`config.mk`:
```
export PLATFORM = sky130hd
export DESIGN_NAME = connector_status_indicator_fsm
export DESIGN_NICKNAME = d
export VERILOG_FILES = /design/src/hw/rtl/csi_pkg.sv /design/src/hw/rtl/connector_status_indicator_fsm.sv
export VERILOG_INCLUDE_DIRS = /design/src /design/src/hw/rtl
export SDC_FILE = /design/constraint.sdc
export NUM_CORES = 1
export LEC_CHECK = 0
export ABC_AREA = 1
export ABC_CLOCK_PERIOD_IN_PS = 3000
export BUFFER_PORTS_ARGS = -buffer_cell sky130_fd_sc_hd__buf_4
export CAP_MARGIN = 30
export CORE_UTILIZATION = 50
export CTS_BUF_LIST = sky130_fd_sc_hd__clkbuf_8
export DETAILED_ROUTE_END_ITERATION = 7
export GPL_TIMING_DRIVEN = 0
export PLACE_DENSITY = 0.75
export SYNTH_ARGS = -nofsm -noshare
export SYNTH_HDL_FRONTEND = slang
export SYNTH_SLANG_ARGS = --single-unit
```
`constraint.sdc`:
```
create_clock -name clk_i -period 3 [get_ports clk_i]
set_input_delay 0.15 -clock clk_i [delete_from_list [all_inputs] [get_ports clk_i]]
set_output_delay 0.15 -clock clk_i [all_outputs]
set_load 0.02 [all_outputs]
```
`src/hw/rtl/connector_status_indicator_fsm_defines.svh`:
```
// ----------------------------------------------------------------------------
// Connector status indicator assertion macros
// Clocked concurrent assertion helpers used by connector_status_indicator_fsm.
// ----------------------------------------------------------------------------
`ifndef CONNECTOR_STATUS_INDICATOR_FSM_DEFINES_SVH
`define CONNECTOR_STATUS_INDICATOR_FSM_DEFINES_SVH

`ifndef ASSERT_OFF
// prop must hold at every rising clock edge outside reset
`define CSI_ASSERT(lbl, clk, rst_n, prop) \
  lbl: assert property (@(posedge clk) disable iff (!rst_n) (prop)) \
    else $error("csi assertion failed");
// expr must never be true outside reset
`define CSI_ASSERT_NEVER(lbl, clk, rst_n, expr) \
  lbl: assert property (@(posedge clk) disable iff (!rst_n) !(expr)) \
    else $error("csi forbidden condition seen");
`else
`define CSI_ASSERT(lbl, clk, rst_n, prop)
`define CSI_ASSERT_NEVER(lbl, clk, rst_n, expr)
`endif

`endif

```
`src/hw/rtl/csi_pkg.sv`:
```
// ----------------------------------------------------------------------------
// csi_pkg
// Codes, register defaults and the per-channel update function of the
// connector status indicator.
// ----------------------------------------------------------------------------
package csi_pkg;

  // run phase codes
  localparam logic [1:0] PH_INIT = 2'd0;
  localparam logic [1:0] PH_WAIT = 2'd1;
  localparam logic [1:0] PH_RUN  = 2'd2;

  // channel state codes
  localparam logic [1:0] ST_NONE   = 2'd0;
  localparam logic [1:0] ST_FADING = 2'd1;
  localparam logic [1:0] ST_FIXED  = 2'd2;
  localparam logic [1:0] ST_BAD    = 2'd3;

  // light codes
  localparam logic [2:0] LT_NONE        = 3'd0;
  localparam logic [2:0] LT_FADING      = 3'd1;
  localparam logic [2:0] LT_FIXED       = 3'd2;
  localparam logic [2:0] LT_BLINK_PLUS  = 3'd3;
  localparam logic [2:0] LT_BLINK_MINUS = 3'd4;

  // fading token: 0 free, 1..4 channel a..d
  localparam logic [2:0] OWNER_FREE = 3'd0;

  localparam int unsigned NUM_CHAN = 4;

  // register map
  localparam logic REG_STARTUP_WAIT  = 1'b0;
  localparam logic REG_REPORT_PERIOD = 1'b1;

  localparam logic [15:0] STARTUP_WAIT_RST  = 16'd20000;
  localparam logic [15:0] REPORT_PERIOD_RST = 16'd6000;

  typedef struct packed {
    logic [1:0] st;
    logic [2:0] lt;
    logic [2:0] owner;
  } chan_t;

  // One channel step; owner is the shared fading token seen so far.
  function automatic chan_t chan_step(input logic [1:0] st, input logic [2:0] lt,
                                      input logic [2:0] owner, input logic [2:0] me,
                                      input logic p, input logic m);
    chan_t r;
    r.st    = st;
    r.lt    = lt;
    r.owner = owner;
    case (st)
      ST_NONE: begin
        if (p || m) begin
          if (owner == OWNER_FREE) begin
            r.st    = ST_FADING;
            r.lt    = LT_FADING;
            r.owner = me;
          end else if (p) begin
            r.st = ST_BAD;
            r.lt = LT_BLINK_PLUS;
          end else begin
            r.st = ST_BAD;
            r.lt = LT_BLINK_MINUS;
          end
        end
      end
      ST_FADING: begin
        if (p && m) begin
          r.st    = ST_FIXED;
          r.lt    = LT_FIXED;
          r.owner = OWNER_FREE;
        end else if (!p && !m) begin
          r.st = ST_NONE;
          r.lt = LT_NONE;
          if (owner == me) r.owner = OWNER_FREE;
        end
      end
      ST_FIXED: begin
        if (!p || !m) begin
          if (owner == OWNER_FREE) begin
            r.st    = ST_FADING;
            r.lt    = LT_FADING;
            r.owner = me;
          end else if (p) begin
            r.st = ST_BAD;
            r.lt = LT_BLINK_PLUS;
          end else if (m) begin
            r.st = ST_BAD;
            r.lt = LT_BLINK_MINUS;
          end
          // both pins gone while token is held: stay fixed
        end
      end
      default: begin
        if (!p && !m) begin
          r.st = ST_NONE;
          r.lt = LT_NONE;
        end
      end
    endcase
    return r;
  endfunction

endpackage

```
`src/hw/rtl/connector_status_indicator_fsm.sv`:
```
// A result is registered: out_valid_o is set the cycle after its update is accepted.
// One item per cycle unless stalled; the four-channel chain is one registered pass.
// Tick items (action 0) only step the wait counter and give no result.
// in_stall_o is high only while a held result is stalled downstream.
// Reset (rst_ni low, async): phase init, counters, channels, token and latches cleared,
// registers back to startup_wait 20000 and report_period 6000.
// ----------------------------------------------------------------------------
// connector_status_indicator_fsm
// Four two-pin connector state machines with a shared fading token, startup
// wait, periodic status report and IS probe change detection.
// ----------------------------------------------------------------------------
`include "connector_status_indicator_fsm_defines.svh"

module connector_status_indicator_fsm
  import csi_pkg::*;
(
  input  logic        clk_i,
  input  logic        rst_ni,
  // configuration
  input  logic        psel,
  input  logic        penable,
  input  logic        pwrite,
  input  logic [2:0]  paddr,
  input  logic [31:0] pwdata,
  output logic [31:0] prdata,
  output logic        pready,
  // input items
  input  logic        in_valid_i,
  output logic        in_stall_o,
  input  logic        action_i,
  input  logic [7:0]  pins_i,
  input  logic        is_plus_i,
  // result items
  output logic        out_valid_o,
  input  logic        out_stall_i,
  output logic [1:0]  phase_o,
  output logic [2:0]  light_a_o,
  output logic [2:0]  light_b_o,
  output logic [2:0]  light_c_o,
  output logic [2:0]  light_d_o,
  output logic        report_send_o,
  output logic [7:0]  report_bits_o,
  output logic        report_is_o,
  output logic        probe_change_o
);

  logic [15:0] startup_wait_q, report_period_q;
  logic [1:0]  phase_q, phase_d;
  logic [15:0] wait_q, wait_d;
  logic [1:0]  chan_st_q [NUM_CHAN];
  logic [1:0]  chan_st_d [NUM_CHAN];
  logic [2:0]  chan_lt_q [NUM_CHAN];
  logic [2:0]  chan_lt_d [NUM_CHAN];
  logic [2:0]  owner_q, owner_d;
  logic [7:0]  last_pins_q, last_pins_d;
  logic        is_latched_q, is_latched_d;

  logic        out_valid_q, out_valid_d;
  logic [1:0]  res_phase_q, res_phase_d;
  logic [2:0]  res_lt_q [NUM_CHAN];
  logic        res_send_q, res_send_d;
  logic [7:0]  res_bits_q, res_bits_d;
  logic        res_is_q, res_is_d;
  logic        res_probe_q, res_probe_d;

  logic        in_accept;
  logic        upd_accept;
  logic        cfg_write;
  chan_t       step;

  assign pready    = 1'b1;
  assign cfg_write = psel && penable && pwrite && pready;
  assign prdata    = (paddr[2] == REG_REPORT_PERIOD) ? {16'b0, report_period_q}
                                                     : {16'b0, startup_wait_q};

  always_ff @(posedge clk_i or negedge rst_ni) begin
    if (!rst_ni) begin
      startup_wait_q  <= STARTUP_WAIT_RST;
      report_period_q <= REPORT_PERIOD_RST;
    end else if (cfg_write) begin
      if (paddr[2] == REG_REPORT_PERIOD) begin
        report_period_q <= pwdata[15:0];
      end else begin
        startup_wait_q <= pwdata[15:0];
      end
    end
  end

  // result register frees when its item is taken
  assign in_stall_o = out_valid_q && out_stall_i;
  assign in_accept  = in_valid_i && !in_stall_o;
  assign upd_accept = in_accept && action_i;

  always_comb begin
    phase_d      = phase_q;
    wait_d       = wait_q;
    owner_d      = owner_q;
    last_pins_d  = last_pins_q;
    is_latched_d = is_latched_q;
    res_phase_d  = phase_q;
    res_send_d   = 1'b0;
    res_bits_d   = 8'd0;
    res_is_d     = 1'b0;
    res_probe_d  = 1'b0;
    step         = '0;
    for (int ch = 0; ch < NUM_CHAN; ch++) begin
      chan_st_d[ch] = chan_st_q[ch];
      chan_lt_d[ch] = chan_lt_q[ch];
    end

    if (in_accept && !action_i) begin
      if (wait_q != 16'd0) wait_d = wait_q - 16'd1;
    end else if (upd_accept) begin
      case (phase_q)
        PH_WAIT: begin
          if (wait_q == 16'd0) phase_d = PH_RUN;
        end
        PH_RUN: begin
          // channels a..d in order, token passed along the chain
          for (int ch = 0; ch < NUM_CHAN; ch++) begin
            step = chan_step(chan_st_q[ch], chan_lt_q[ch], owner_d, 3'(ch + 1),
                             pins_i[7 - 2*ch] || (ch == 0 && is_plus_i),
                             pins_i[6 - 2*ch]);
            chan_st_d[ch] = step.st;
            chan_lt_d[ch] = step.lt;
            owner_d       = step.owner;
          end
          if (pins_i != last_pins_q) begin
            last_pins_d = pins_i;
            res_send_d  = 1'b1;
          end else if (wait_q == 16'd0) begin
            res_send_d = 1'b1;
          end
          if (res_send_d) begin
            res_bits_d = pins_i;
            res_is_d   = is_plus_i;
            wait_d     = report_period_q;
          end
          if (is_plus_i != is_latched_q) begin
            is_latched_d = is_plus_i;
            res_probe_d  = 1'b1;
          end
        end
        default: begin
          // init, and the unused code treated as init
          res_phase_d = PH_INIT;
          phase_d     = PH_WAIT;
          wait_d      = startup_wait_q;
        end
      endcase
    end

    if (upd_accept) begin
      out_valid_d = 1'b1;
    end else if (!out_stall_i) begin
      out_valid_d = 1'b0;
    end else begin
      out_valid_d = out_valid_q;
    end
  end

  always_ff @(posedge clk_i or negedge rst_ni) begin
    if (!rst_ni) begin
      phase_q      <= PH_INIT;
      wait_q       <= 16'd0;
      owner_q      <= OWNER_FREE;
      last_pins_q  <= 8'd0;
      is_latched_q <= 1'b0;
      out_valid_q  <= 1'b0;
      for (int ch = 0; ch < NUM_CHAN; ch++) begin
        chan_st_q[ch] <= ST_NONE;
        chan_lt_q[ch] <= LT_NONE;
      end
    end else begin
      phase_q      <= phase_d;
      wait_q       <= wait_d;
      owner_q      <= owner_d;
      last_pins_q  <= last_pins_d;
      is_latched_q <= is_latched_d;
      out_valid_q  <= out_valid_d;
      for (int ch = 0; ch < NUM_CHAN; ch++) begin
        chan_st_q[ch] <= chan_st_d[ch];
        chan_lt_q[ch] <= chan_lt_d[ch];
      end
    end
  end

  always_ff @(posedge clk_i) begin
    if (upd_accept) begin
      res_phase_q <= res_phase_d;
      res_send_q  <= res_send_d;
      res_bits_q  <= res_bits_d;
      res_is_q    <= res_is_d;
      res_probe_q <= res_probe_d;
      for (int ch = 0; ch < NUM_CHAN; ch++) begin
        res_lt_q[ch] <= chan_lt_d[ch];
      end
    end
  end

  assign out_valid_o    = out_valid_q;
  assign phase_o        = res_phase_q;
  assign light_a_o      = res_lt_q[0];
  assign light_b_o      = res_lt_q[1];
  assign light_c_o      = res_lt_q[2];
  assign light_d_o      = res_lt_q[3];
  assign report_send_o  = res_send_q;
  assign report_bits_o  = res_bits_q;
  assign report_is_o    = res_is_q;
  assign probe_change_o = res_probe_q;

  `CSI_ASSERT(a_owner_range, clk_i, rst_ni, owner_q <= 3'd4)
  `CSI_ASSERT_NEVER(a_phase_unused, clk_i, rst_ni, phase_q == 2'd3)
  `CSI_ASSERT(a_flags_only_running, clk_i, rst_ni,
              (out_valid_o && phase_o != PH_RUN) |-> (!report_send_o && !probe_change_o))
  `CSI_ASSERT(a_report_quiet, clk_i, rst_ni,
              (out_valid_o && !report_send_o) |-> (report_bits_o == 8'd0 && !report_is_o))
  `CSI_ASSERT(a_last_pins_track, clk_i, rst_ni,
              (upd_accept && phase_q == PH_RUN) |=> (last_pins_q == $past(pins_i)))

endmodule

```
==> run summary <==
status: complete, no violations
Worst-path clk slew: 0.11 ns
most frequent cell after synthesis: nand2_1
Max stage delay on crit path: 0.42 ns
num rows: 40
RSZ-0062 raised after global routing: no
synth unique cells: 52
fin nets: 970
share of Yosys cell area claimed by the top area cell type: 0.283
nature of the critical path startpoint: flop
grt total ovfl: 0
ranking of synthesized cells by area: dfrtp_1 28%, edfxtp_1 12%, nand2_1 10%, o21ai_0 7.7%, inv_1 6.0%
clock tree buffer depth: 2
PwrDens: 810 nW/um2
DP Worst Slack: -0.0518 ns
CTS tree: yes
Critical Path AT: 2.74 ns
H-tree Lvls: 3
Post-synth EDFFs: 25
Synth area leader: dfrtp_1
final worst slack: 0.483 ns
later-pin clock latency in the skew report: 0.40 ns
Antenna Nets Post-Route: 0
Synth Cell Area: 6270 um2
slowest CP cell: dfrtp_1
mean post-synth cell area: 7.94 um2
vias in the first global route: 4,953
top cells by count, synth: 172 x nand2_1, 101 x inv_1, 97 x o21ai_0, 84 x nor2_1, 71 x dfrtp_1
placer congestion estimate: 0.918
share of post-route cells with drive strength above 1: 0.191
Synth warnings: 0
Worst EP required: 3.23 ns
Layout Skew: 0.0176 ns
Top FF cell, synth: dfrtp_1
Worst Hold Class: in2reg
routed wire length: 15,000 um
highest clock rate: 397 MHz
Rel. slew slack: 0.583
core area: 12,100 um2
drt wl/cell: 13.9 um
area of the die: 13,000 um2
critical-path cell list: inv_1 -> ha_1 -> inv_1 -> nor2_1 -> nand4_1 -> nor3_1 -> nor2_1 -> nor2_1 -> clkinv_1 -> nor2_1
via count: 5,613
Lkg Pwr: 0.00360 uW
register bit total from synthesis: 108
max cap viols: 0
Final Hold Vio Count: 0
total clock sinks: 108
Num CTS Buffers: 9
Tmin final: 2.52 ns
Fill cells: 1,072
number of buffers added on ports: 76
VDD IR max: 0.000420 V
ys async rst share: 0.769
cell mode on critical path: nor2_1
Min-Delay Path Depth: 3
DRT iter0 DRCs: 454
clk root buf: clkbuf_8
Seq/Total Area, Yosys: 0.453
Die X-Extent: 114 um
diodes inserted: 0
DR pass1 iterations: 5
Worst-Margin Slew: 0.626 ns
Synth Instances: 790
first-pass GRT wire length: 24,300 um
vias per cell: 5.19
total global-route track usage: 0.239
Ports: 112
Final period util: 0.839
Slew Limit Fails: 0
largest net degree at the start of global routing: 51
Initial Util: 0.518
total power: 6070 uW
antenna violations before repair: 0
critical path type: reg2reg
Critical Path End Type: flop
Detail Placement HPWL: 11,000 um
Remaining DRCs: 0
cells on worst reg2reg path: 10
crit path max fanout: 9
area grow syn2layout: 19.4%
final setup fails: 0
Die Ht: 114 um
## power by group
group / switching (uW) / internal [uW]
combinational: 1790 / 1020
sequential: 385 / 2000
clock: 530 / 341
## metal layers
metal / part of all wire / global-route usage / vias to the layer above
met5: 0 / 0 / -
met4: 0.016 / 0.0762 / 0
met3: 0.071 / 0.0600 / 21
met2: 0.43 / 0.337 / 210
met1: 0.49 / 0.356 / 2567
li1: - / - / 2815
## repair_timing
| action | CTS | global route |
|---|---|---|
| endpoints found under the hold margin | 42 | 0 |
| cloned | 0 | 0 |
| resized for setup | 1 | 0 |
| pin swaps | 0 | 1 |
| hold buffers | 10 | 0 |
| setup endpoints to repair | 5 | 1 |
| setup buffers | 0 | 4 |
## registers in the layout, indices dropped and copies added, names as in the netlist, 3 cells and up
signal,count
report_period_q,16
startup_wait_q,16
wait_q,16
chan_lt_q,12
res_lt_q,12
chan_st_q,8
last_pins_q,8
report_bits_o,8
owner_q,3
## worst max-delay path: cells and delay by family (launching register included)
kind,cells,cell delay [ns]
adder cells (fa/ha/maj),1,0.18
flip-flops,1,0.42
buffers and inverters,3,0.54
AND/OR/NAND/NOR,6,1.20
## area by class of cell
class,instances,area (um2),area share
clock buffer,10,138,0.0184
clock inverter,6,51.3,0.00685
inverter,110,414,0.0553
sequential,108,2840,0.379
timing repair buffer,92,756,0.101
buffer,37,216,0.0289
tap,168,210,0.0281
multi-input combinational,550,2870,0.382
## cell families (layout without fill, tap and decap cells)
kind of cell	after synthesis	in the layout	synth area share
buffers and inverters	147	255	0.100
and+or+nand+nor	323	323	0.231
adders and majority gates	10	10	0.0199
AOI/OAI and AO/OA	187	187	0.176
xor gates and xnor gates	13	13	0.0181
other	2	17	0.00120
DFF	108	108	0.453
## final timing paths
check,start,to,slack (ns)
setup / recovery,wait_q[0],report_bits_o[0],0.48
setup reg to reg,wait_q[0],report_bits_o[0],0.48
max in group asynchronous,rst_ni,startup_wait_q[11],2.06
min in group asynchronous,rst_ni,last_pins_q[2],0.27
hold reg to reg,startup_wait_q[2],startup_wait_q[2],0.49
hold / removal,pwdata[7],report_period_q[7],0.02
## cell usage in the layout (no fill, tap or decap), types with 15 or more instances in the layout
master / Yosys / final
o21ai_0: 97 / 97
dfrtp_1: 71 / 71
buf_4: 20 / 100
edfxtp_1: 25 / 25
a31oi_1: 15 / 15
inv_1: 101 / 101
a21oi_1: 18 / 18
conb_1: 2 / 17
nor2_1: 84 / 83
nand3_1: 22 / 22
nand2_1: 172 / 172
## through the flow
stage / util / std cells / cell area [um2] / TNS [ns] / hold WS [ns]
after floorplan: - / 805 / 6330 / 0 / -0.146
after global placement: 0.587 / 1049 / 7110 / -11.77 / 0.397
after detailed placement: 0.592 / 1051 / 7170 / -0.162 / 0.143
after CTS: 0.616 / 1077 / 7460 / 0 / 0.00223
after global routing: 0.619 / 1081 / 7490 / 0 / 0.00760
final: 0.619 / 1081 / 7490 / 0 / 0.0186
Power figures use the tool's default switching activity.
